### config.mk
export PLATFORM = sky130hd
export DESIGN_NAME = des_distinct_round_key_count
export DESIGN_NICKNAME = d
export VERILOG_FILES = /design/src/rtl/core/dkc_pkg.sv /design/src/rtl/core/dkc_front.sv /design/src/rtl/core/dkc_fifo.sv /design/src/rtl/core/dkc_back.sv /design/src/rtl/core/des_distinct_round_key_count.sv
export SDC_FILE = /design/constraint.sdc
export NUM_CORES = 2
export LEC_CHECK = 0
export ABC_AREA = 1
export BUFFER_PORTS_ARGS = -buffer_cell sky130_fd_sc_hd__buf_2
export CAP_MARGIN = 30
export CORE_ASPECT_RATIO = 1.2
export CORE_MARGIN = 5
export CORE_UTILIZATION = 30
export DETAILED_ROUTE_END_ITERATION = 10
export HOLD_SLACK_MARGIN = 0.15
export PLACE_DENSITY = 0.5
export RECOVER_POWER = 50
export SLEW_MARGIN = 20
export SYNTH_ARGS = -nofsm -noshare
export SYNTH_HDL_FRONTEND = slang
export SYNTH_SLANG_ARGS = --single-unit
### constraint.sdc
create_clock -name clk_i -period 4.4 [get_ports clk_i]
set_input_delay 0.66 -clock clk_i [delete_from_list [all_inputs] [get_ports clk_i]]
set_output_delay 0.66 -clock clk_i [all_outputs]
set_load 0.01 [all_outputs]
### src/rtl/core/dkc_pkg.sv
// Shared types, key schedule tables and permutation functions for the round key counter.
package dkc_pkg;

  localparam int unsigned KeyW    = 64;
  localparam int unsigned CdW     = 56;
  localparam int unsigned HalfW   = 28;
  localparam int unsigned RkW     = 48;
  localparam int unsigned Rounds  = 16;
  localparam int unsigned CountW  = 5;
  localparam int unsigned QDepth  = 4;
  localparam int unsigned QPtrW   = $clog2(QDepth);
  localparam int unsigned QCntW   = $clog2(QDepth + 1);

  typedef logic [CdW-1:0] dkc_cd_t;
  typedef logic [RkW-1:0] dkc_rk_t;

  // Queue status seen by both the front and the back.
  typedef struct packed {
    logic full;
    logic empty;
  } dkc_q_stat_t;

  localparam logic [6:0] PC1_TAB [CdW] = '{
    7'd57, 7'd49, 7'd41, 7'd33, 7'd25, 7'd17, 7'd9,  7'd1,  7'd58, 7'd50, 7'd42, 7'd34,
    7'd26, 7'd18, 7'd10, 7'd2,  7'd59, 7'd51, 7'd43, 7'd35, 7'd27, 7'd19, 7'd11, 7'd3,
    7'd60, 7'd52, 7'd44, 7'd36, 7'd63, 7'd55, 7'd47, 7'd39, 7'd31, 7'd23, 7'd15, 7'd7,
    7'd62, 7'd54, 7'd46, 7'd38, 7'd30, 7'd22, 7'd14, 7'd6,  7'd61, 7'd53, 7'd45, 7'd37,
    7'd29, 7'd21, 7'd13, 7'd5,  7'd28, 7'd20, 7'd12, 7'd4
  };

  localparam logic [5:0] PC2_TAB [RkW] = '{
    6'd14, 6'd17, 6'd11, 6'd24, 6'd1,  6'd5,  6'd3,  6'd28, 6'd15, 6'd6,  6'd21, 6'd10,
    6'd23, 6'd19, 6'd12, 6'd4,  6'd26, 6'd8,  6'd16, 6'd7,  6'd27, 6'd20, 6'd13, 6'd2,
    6'd41, 6'd52, 6'd31, 6'd37, 6'd47, 6'd55, 6'd30, 6'd40, 6'd51, 6'd45, 6'd33, 6'd48,
    6'd44, 6'd49, 6'd39, 6'd56, 6'd34, 6'd53, 6'd46, 6'd42, 6'd50, 6'd36, 6'd29, 6'd32
  };

  // Total left rotation of each half after every round.
  localparam logic [4:0] ROT_SUM [Rounds] = '{
    5'd1,  5'd2,  5'd4,  5'd6,  5'd8,  5'd10, 5'd12, 5'd14,
    5'd15, 5'd17, 5'd19, 5'd21, 5'd23, 5'd25, 5'd27, 5'd28
  };

  function automatic dkc_cd_t dkc_pc1(input logic [KeyW-1:0] key);
    dkc_cd_t    cd;
    logic [5:0] idx;
    for (int i = 0; i < CdW; i++) begin
      idx = 6'(7'(KeyW) - PC1_TAB[i]);
      cd[CdW-1-i] = key[idx];
    end
    return cd;
  endfunction

  function automatic dkc_rk_t dkc_pc2(input dkc_cd_t cd);
    dkc_rk_t    rk;
    logic [5:0] idx;
    for (int i = 0; i < RkW; i++) begin
      idx = 6'(6'(CdW) - PC2_TAB[i]);
      rk[RkW-1-i] = cd[idx];
    end
    return rk;
  endfunction

  function automatic logic [HalfW-1:0] dkc_rotl(input logic [HalfW-1:0] v,
                                                input logic [4:0] n);
    logic [2*HalfW-1:0] vv;
    vv = {v, v};
    return vv[(2*HalfW-1) - n -: HalfW];
  endfunction

  function automatic dkc_rk_t dkc_round_key(input dkc_cd_t cd, input logic [4:0] n);
    dkc_cd_t rot;
    rot = {dkc_rotl(cd[CdW-1:HalfW], n), dkc_rotl(cd[HalfW-1:0], n)};
    return dkc_pc2(rot);
  endfunction

endpackage

### src/rtl/core/dkc_front.sv
// Front end: takes key requests and pushes their permuted-choice-1 halves into the queue.
module dkc_front import dkc_pkg::*; (
  input  logic                s_axis_tvalid,
  output logic                s_axis_tready,
  input  logic [KeyW-1:0]     s_axis_tdata,   // [63:0] key
  input  dkc_q_stat_t         q_stat_i,
  output logic                push_o,
  output dkc_cd_t             push_cd_o
);

  assign s_axis_tready = ~q_stat_i.full;
  assign push_o        = s_axis_tvalid & ~q_stat_i.full;
  assign push_cd_o     = dkc_pc1(s_axis_tdata);

endmodule

### src/rtl/core/dkc_fifo.sv
// Short queue of permuted key halves between the front and back ends.
module dkc_fifo import dkc_pkg::*; (
  input  logic        clk_i,
  input  logic        rst_ni,
  input  logic        push_i,
  input  dkc_cd_t     push_cd_i,
  input  logic        pop_i,
  output dkc_cd_t     pop_cd_o,
  output dkc_q_stat_t stat_o
);

  dkc_cd_t            mem_q [QDepth];
  logic [QPtrW-1:0]   wr_ptr_q, wr_ptr_d;
  logic [QPtrW-1:0]   rd_ptr_q, rd_ptr_d;
  logic [QCntW-1:0]   cnt_q, cnt_d;

  assign stat_o.full  = (cnt_q == QCntW'(QDepth));
  assign stat_o.empty = (cnt_q == '0);
  assign pop_cd_o     = mem_q[rd_ptr_q];

  always_comb begin
    wr_ptr_d = push_i ? wr_ptr_q + 1'b1 : wr_ptr_q;
    rd_ptr_d = pop_i  ? rd_ptr_q + 1'b1 : rd_ptr_q;
    cnt_d    = cnt_q;
    if (push_i && !pop_i) begin
      cnt_d = cnt_q + 1'b1;
    end else if (pop_i && !push_i) begin
      cnt_d = cnt_q - 1'b1;
    end
  end

  always_ff @(posedge clk_i or negedge rst_ni) begin
    if (!rst_ni) begin
      wr_ptr_q <= '0;
      rd_ptr_q <= '0;
      cnt_q    <= '0;
    end else begin
      wr_ptr_q <= wr_ptr_d;
      rd_ptr_q <= rd_ptr_d;
      cnt_q    <= cnt_d;
    end
  end

  always_ff @(posedge clk_i) begin
    if (push_i) begin
      mem_q[wr_ptr_q] <= push_cd_i;
    end
  end

endmodule

### src/rtl/core/dkc_back.sv
// Back end: expands round keys, flags first occurrences, counts them into the output register.
module dkc_back import dkc_pkg::*; (
  input  logic              clk_i,
  input  logic              rst_ni,
  input  dkc_q_stat_t       q_stat_i,
  input  dkc_cd_t           pop_cd_i,
  output logic              pop_o,
  output logic              m_axis_tvalid,
  input  logic              m_axis_tready,
  output logic [7:0]        m_axis_tdata    // [4:0] distinct_count, [7:5] zero
);

  dkc_rk_t             rk [Rounds];
  logic [Rounds-1:0]   first_d, first_q;
  logic                s1_vld_q;
  logic [CountW-1:0]   cnt_d, cnt_q;
  logic                out_vld_q;
  logic                out_adv, s1_adv;

  assign out_adv = ~out_vld_q | m_axis_tready;
  assign s1_adv  = ~s1_vld_q | out_adv;
  assign pop_o   = ~q_stat_i.empty & s1_adv;

  // Each round key gets its own fixed rotation of both halves.
  always_comb begin
    for (int i = 0; i < Rounds; i++) begin
      rk[i] = dkc_round_key(pop_cd_i, ROT_SUM[i]);
    end
  end

  // Flag a round key when no earlier round key matches it.
  always_comb begin
    for (int i = 0; i < Rounds; i++) begin
      first_d[i] = 1'b1;
      for (int j = 0; j < i; j++) begin
        if (rk[j] == rk[i]) begin
          first_d[i] = 1'b0;
        end
      end
    end
  end

  always_comb begin
    cnt_d = '0;
    for (int i = 0; i < Rounds; i++) begin
      cnt_d = cnt_d + CountW'(first_q[i]);
    end
  end

  always_ff @(posedge clk_i or negedge rst_ni) begin
    if (!rst_ni) begin
      s1_vld_q  <= 1'b0;
      out_vld_q <= 1'b0;
    end else begin
      if (s1_adv) begin
        s1_vld_q <= pop_o;
      end
      if (out_adv) begin
        out_vld_q <= s1_vld_q;
      end
    end
  end

  always_ff @(posedge clk_i) begin
    if (pop_o) begin
      first_q <= first_d;
    end
    if (out_adv && s1_vld_q) begin
      cnt_q <= cnt_d;
    end
  end

  assign m_axis_tvalid = out_vld_q;
  assign m_axis_tdata  = {3'b000, cnt_q};

endmodule

### src/rtl/core/des_distinct_round_key_count.sv
// Top level of the DES distinct round key counter.
// Usage:
//   A key request arrives on the slave stream (s_axis_*): tdata carries the
//   64-bit DES key, byte 0 in the top bits; parity bits are ignored.
//   Each key yields one result on the master stream (m_axis_*): tdata[4:0]
//   holds how many of the sixteen round keys differ, 1 to 16.
//   The accepting edge writes the key into the queue; its result then
//   passes the compare stage (first_q) and the count stage (cnt_q)
//   before it shows on m_axis_tvalid.
//   Throughput: one key per cycle while the receiver keeps m_axis_tready high,
//   set by the single compare stage and single count stage, each taking a key per cycle.
//   A four-entry queue sits between the key intake and the compare logic;
//   when the receiver holds m_axis_tready low, the output and compare stages
//   hold, the queue fills, and s_axis_tready drops once it is full.
//   Results leave in request order, none dropped.
//   Reset (rst_ni low, asynchronous) empties the queue and clears all
//   valid flags; no request is in flight afterwards.
module des_distinct_round_key_count import dkc_pkg::*; (
  input  logic              clk_i,
  input  logic              rst_ni,
  input  logic              s_axis_tvalid,
  output logic              s_axis_tready,
  input  logic [KeyW-1:0]   s_axis_tdata,   // [63:0] key
  output logic              m_axis_tvalid,
  input  logic              m_axis_tready,
  output logic [7:0]        m_axis_tdata    // [4:0] distinct_count, [7:5] zero
);

  dkc_q_stat_t q_stat;
  logic        push, pop;
  dkc_cd_t     push_cd, pop_cd;

  dkc_front u_front (
    .s_axis_tvalid (s_axis_tvalid),
    .s_axis_tready (s_axis_tready),
    .s_axis_tdata  (s_axis_tdata),
    .q_stat_i      (q_stat),
    .push_o        (push),
    .push_cd_o     (push_cd)
  );

  dkc_fifo u_fifo (
    .clk_i     (clk_i),
    .rst_ni    (rst_ni),
    .push_i    (push),
    .push_cd_i (push_cd),
    .pop_i     (pop),
    .pop_cd_o  (pop_cd),
    .stat_o    (q_stat)
  );

  dkc_back u_back (
    .clk_i         (clk_i),
    .rst_ni        (rst_ni),
    .q_stat_i      (q_stat),
    .pop_cd_i      (pop_cd),
    .pop_o         (pop),
    .m_axis_tvalid (m_axis_tvalid),
    .m_axis_tready (m_axis_tready),
    .m_axis_tdata  (m_axis_tdata)
  );

endmodule
---- After elaboration in Yosys (flattened, before gate mapping) ----
Memory sizes are Yosys's and may differ from the RTL's.
Cells that the tools add are included.
word-level totals
  bits in registers ....................... 29
  bits in writable memories ............... 224
  input port bits ......................... 68
  output and inout port bits .............. 10
  logic and storage cells ................. 209
  memories kept ........................... 1
cells by class
  add/subtract/negate cells ............... 19
  equal/unequal tests ..................... 121
  mux-type cells .......................... 19
  bitwise gates (word level) .............. 8
  reduce and logical (&&, ||, !) cells .... 20
memories
  name          depth  width  rd ports  clocked after memory_dff  write ports  RTL line        RTL
  u_fifo.mem_q  4      56     1         0                         1            dkc_fifo.sv:12  dkc_cd_t mem_q [QDepth];
operators with widths
  operator                                          count
  == test 48 bit                                    120
  adder 5 x 1 -> 5 bit                              14
  2-to-1 mux 1 bit                                  17
  OR reduction 14 bit                               1
  OR reduction 13 bit                               1
  OR reduction 12 bit                               1
  OR reduction 11 bit                               1
  OR reduction 10 bit                               1
  OR reduction 9 bit                                1
  OR reduction 8 bit                                1
  OR reduction 7 bit                                1
  2-to-1 mux 3 bit                                  2
  OR reduction 6 bit                                1
  OR reduction 5 bit                                1
  adder 2 x 1 -> 2 bit, second input constant       2
  inverter 1 bit                                    4
  OR reduction 4 bit                                1
  adder 3 x 1 -> 3 bit, second input constant       1
  == test 3 bit, second input constant              1
  logical AND 1 bit                                 3
  logical NOT 3 bit                                 1
  OR reduction 3 bit                                1
  subtractor 3 x 1 -> 3 bit, second input constant  1
  adder 1 x 1 -> 2 bit, first input constant        1
  5 further kinds                                   8

---- Depth between registers and ports, before layout ----
  depth after elaboration ................. 15
  gate-level depth with buffers ........... 21
  gate-level depth less buffers ........... 17

---- Hierarchy ----
From an unflattened synthesis, not the netlist that was laid out.
unflattened totals
  cell total of the unflattened synthesis .. 6642
  area, all modules ....................... 36163.4 um^2
modules (own cells, without submodules)
  module     instances  cells each  area an instance (um^2)  sequential area each (um^2)
  dkc_back   1          5882        26085.0                  650.6
  dkc_fifo   1          701         9644.2                   6901.6
  dkc_front  1          59          434.2                    0.0

---- Worst setup path after synthesis ----
No wires, ideal clock.
  kind .................................... input -> register
  start ................................... input s_axis_tvalid
  end ..................................... memory u_fifo.mem_q[0][0] in the netlist's numbering, enable pin
  setup time .............................. 0.470 ns
  data arrival time ....................... 3.150 ns
  setup slack ............................. 0.780 ns
  cell stages on the path ................. 2
  path buffers ............................ 0
  cells stage by stage .................... nand2_1 nor2_1
between the ends
  word-level cells in the longest chain between the ends .. 3
ends and longest elaborated chain
  what                                    RTL line                            RTL
  from (decl)                             des_distinct_round_key_count.sv:21  input logic s_axis_tvalid,
  AND 1 bit                               dkc_front.sv:12                     assign push_o = s_axis_tvalid & ~q_stat_i.full;
  2-to-1 mux 1 bit                        dkc_fifo.sv:45                      if (push_i) begin
  2-to-1 mux 1 bit (implied by the code)  dkc_fifo.sv:46                      mem_q[wr_ptr_q] <= push_cd_i;
  to (decl)                               dkc_fifo.sv:12
No other way between the ends.

---- Final worst setup path ----
  start ................................... register u_fifo.rd_ptr_q[0]
  end ..................................... register u_back.first_q[11] (data pin)
between the ends
  word-level cells in the longest chain between the ends .. 3
  elaborated cells between the ends (all ways) .. 14
  classes of those cells .................. 11 x eq/ne; 1 x mux; 1 x reduce/logical; 1 x memory
ends and longest elaborated chain
  what                                                               RTL line        RTL
  from (decl)                                                        dkc_fifo.sv:14  logic [QPtrW-1:0] rd_ptr_q, rd_ptr_d;
  from (signal assigned)                                             dkc_fifo.sv:39  rd_ptr_q <= rd_ptr_d;
  memory read (4 x 56 bit) *                                         n/a
  == test 48 bit                                                     dkc_back.sv:36  if (rk[j] == rk[i]) begin
  OR reduction 10 bit (no line) or 2-to-1 mux 1 bit (tied branches)  n/a
  to (signal assigned)                                               dkc_back.sv:66  first_q <= first_d;
  to (decl)                                                          dkc_back.sv:14  logic [Rounds-1:0] first_d, first_q;
Every way passes the cells marked *; elsewhere a longest branch is shown, timed or not.
A chain may end at the register's enable or synchronous reset.

==> summary.md <==
| Metric | Value |
|---|---|
| Die height | `397 µm` |
| Yosys cell types | `41` |
| Num rows | `141` |
| First-pass GRT wire length | `372000 µm` |
| Warnings from Yosys | `0` |
| Via Count | `52.1k` |
| Initial Utilization | `30.2%` |
| Critical path capture point type | `flip-flop` |
| Post-CTS setup buffers | `0` |
| DR iter-0 viols | `8082` |
| Post-synthesis cell count | `7300` |
| Number of I/O pins | `78` |
| Mapped Avg Cell Area | `5.12 µm²` |
| Gpl congestion | `1.05` |
| Arr. time, crit path | `4640 ps` |
| Fin nets | `7623` |
| TritonCTS buffer count | `30` |
| DP HPWL | `190000 µm` |
| Gr usage total | `39.0%` |
| ANT nets after route | `0` |
| Clock Tree Buf Depth | `3` |
| Final min period | `4260 ps` |
| Die Width | `332 µm` |
| Global route overflow | `0` |
| Worst skew pair latency | `670 ps` |
| Crit path kind | `flip-flop to flip-flop` |
| Max Slew Vio Count | `0` |
| H-tree depth | `1` |
| CP max FO | `35` |
| Crit path required time | `4780 ps` |
| Hold Path Class | `input port to flip-flop` |
| Clock-pin slew on the worst setup and hold paths | `60 ps` |
| RSZ-0062 raised after global routing | `no` |
| Setup_tns | `0 ps` |
| Max_cap viols | `0` |
| Slew @ Worst Pin | `956 ps` |
| Final Hold Viols | `0` |
| Violated checks | `design-rule violations` |
| Sequential area share after synthesis | `20.2%` |
| I/O Buffers | `66` |
| Asr flop ratio synth | `3.56%` |
| Avg WL per Cell | `29.4 µm` |
| CTS tree | `yes` |
| Crit share post-route | `96.7%` |
| Number of antenna violations at the first check in global routing | `9` |
| Setup violators final | `0` |
| Final wirelength | `271000 µm` |
| Root buffer cell | `clkbuf_16` |
| Ys flop type | `edfxtp_1` |
| Slew Limit Headroom | `36.0%` |
| DR pass1 iterations | `11` |
| DRC Markers | `1` |
| Max frequency | `0.235 GHz` |
| EDFF count, synth | `244` |
| P&R area growth vs syn | `15.3%` |
| Clock sink total | `253` |
| Post-synthesis register bit count | `253` |
| Synth Cell Area | `0.0374 mm²` |
| Share of post-route cells with drive strength above 1 | `9.37%` |
| Number of global-route vias before repair | `48.5k` |
| Die area | `0.132 mm²` |
| Setup crit start kind | `flip-flop` |
| Post-CTS sizing | `0` |
| Status | `finished, violations left` |
| Detail-routed via count per cell | `5.66` |
| Worst clock skew | `97.5 ps` |
| Core ar. | `0.123 mm²` |
| Largest net degree at the start of global routing | `70` |
cell usage after synthesis (2+ instances only):
library cell	instances	area share, %
and2_0	2	0.033
nand3_1	306	4.1
dfrtp_1	9	0.60
nand3_2	15	0.40
nor3_1	48	0.64
buf_4	84	1.7
fa_1	11	0.59
nor2_2	8	0.13
and2_1	32	0.54
xnor2_1	20	0.47
and3_1	2	0.033
buf_6	66	2.0
edfxtp_1	244	20
clkbuf_8	2	0.074
nor3_2	3	0.080
inv_1	197	2.0
a21oi_1	33	0.44
nand3b_1	31	0.62
nand2_4	27	0.81
o21ai_0	2	0.027
nor4_1	7	0.12
nand4_1	143	2.4
nand2_1	4308	43
nor2_1	1366	14
nand2_2	171	2.9
inv_2	14	0.14
buf_8	3	0.12
xor2_1	5	0.12
ha_1	9	0.30
buf_12	5	0.27
buf_2	117	1.6
final timing paths:
check	slack (ps)	cells past startpoint	from	end
max	140	18	u_fifo.rd_ptr_q[0]	u_back.first_q[11]
min	240	1	s_axis_tdata[4]	u_fifo.mem_q[1][31]
max reg2reg	140	18	u_fifo.rd_ptr_q[0]	u_back.first_q[11]
min reg2reg	480	2	u_back.s1_vld_q	u_back.m_axis_tvalid
max in group asynchronous	3430	2	rst_ni	u_fifo.rd_ptr_q[0]
min in group asynchronous	520	2	rst_ni	u_fifo.cnt_q[0]
what timing repair did:
item                                    CTS  global route
hold endpoints to repair                  9             0
hold buffers                              1             0
endpoints found under the setup margin    0             0
layer usage:
| metal | share of wire [%] | GRT usage [%] | vias up |
|---|---|---|---|
| met5 | 0 | 0 | - |
| met4 | 9.9 | 29.6 | 0 |
| met3 | 12 | 11.4 | 1277 |
| met2 | 41 | 57.8 | 3987 |
| met1 | 37 | 47.8 | 23800 |
| li1 | - | - | 23000 |
layout by cell type, fill, tap and decap left out, types with 3 or more instances in the layout:
master	Yosys	layout
nor4_1	7	7
clkinvlp_4	0	3
nand2_1	4308	4308
nand3_2	15	15
and2_1	32	32
fa_1	11	11
nor2_1	1366	1365
a21oi_1	33	33
nand2_2	171	171
nor3_1	48	48
nand3_1	306	306
clkbuf_16	0	30
clkbuf_8	2	3
xnor2_1	20	20
buf_4	84	298
nand2_4	27	27
dfrtp_1	9	7
buf_2	117	9
ha_1	9	9
conb_1	1	3
nor2_2	8	8
inv_1	197	197
buf_12	5	114
diode_2	0	5
edfxtp_1	244	244
nand4_1	143	143
nand3b_1	31	31
xor2_1	5	5
clkbuf_1	0	70
nor3_2	3	3
inv_2	14	13
through the flow:
step	instances	area, µm²	setup slack, ps	utilization (%)	hold slack [ps]
floorplan	7302	37400	780	-	364
global placement	9146	42200	435	34.2	463
detailed placement	9146	42200	469	34.2	469
CTS	9203	43200	435	34.9	184
global route	9203	43100	136	34.9	256
finish	9208	43100	144	34.9	245
kinds of logic (layout without fill, tap and decap cells):
group,count (synthesis),count (layout),synth area share [%]
buffers and inverters,491,748,7.89
XOR/XNOR,26,26,0.630
flip-flops,253,253,20.2
AO/OA/AOI/OAI,36,36,0.492
adder cells (fa/ha/maj),20,20,0.891
other,1,8,0.0100
AND/OR/NAND/NOR,6473,6473,69.9
critical path: stages, from the launching register on:
cell,delay [ps]
dfrtp_4,540
inv_8,250
buf_4,320
nand2_2,80
nand2_1,70
nand2_1,60
nand2_2,550
buf_12,250
nand2_1,60
nand2_1,250
nand2_1,250
nor2_1,170
nand2_1,70
nor2_1,300
nand3_1,210
nand2_1,220
nor2_1,70
nand2_1,80
nor2_1,110
registers in the layout, summed over array words and instances (netlist names):
register	count
u_back.cnt_q	5
u_back.first_q	15
u_back.m_axis_tvalid	1
u_back.s1_vld_q	1
u_fifo.cnt_q	3
u_fifo.mem_q	224
u_fifo.rd_ptr_q	2
u_fifo.wr_ptr_q	2
layout make-up:
class	count	area (µm²)
Fill cell	14400	80400
Multi-Input combinational cell	6558	26900
Sequential cell	253	7560
Timing Repair Buffer	480	4790
Tap cell	1644	2060
Clock buffer	45	837
Inverter	212	806
Clock inverter	11	139
Antenna cell	5	12.5
Power is left out: the tool's default activity adds up to more than one toggle a clock period on the data nets, which glitch-free logic cannot reach.
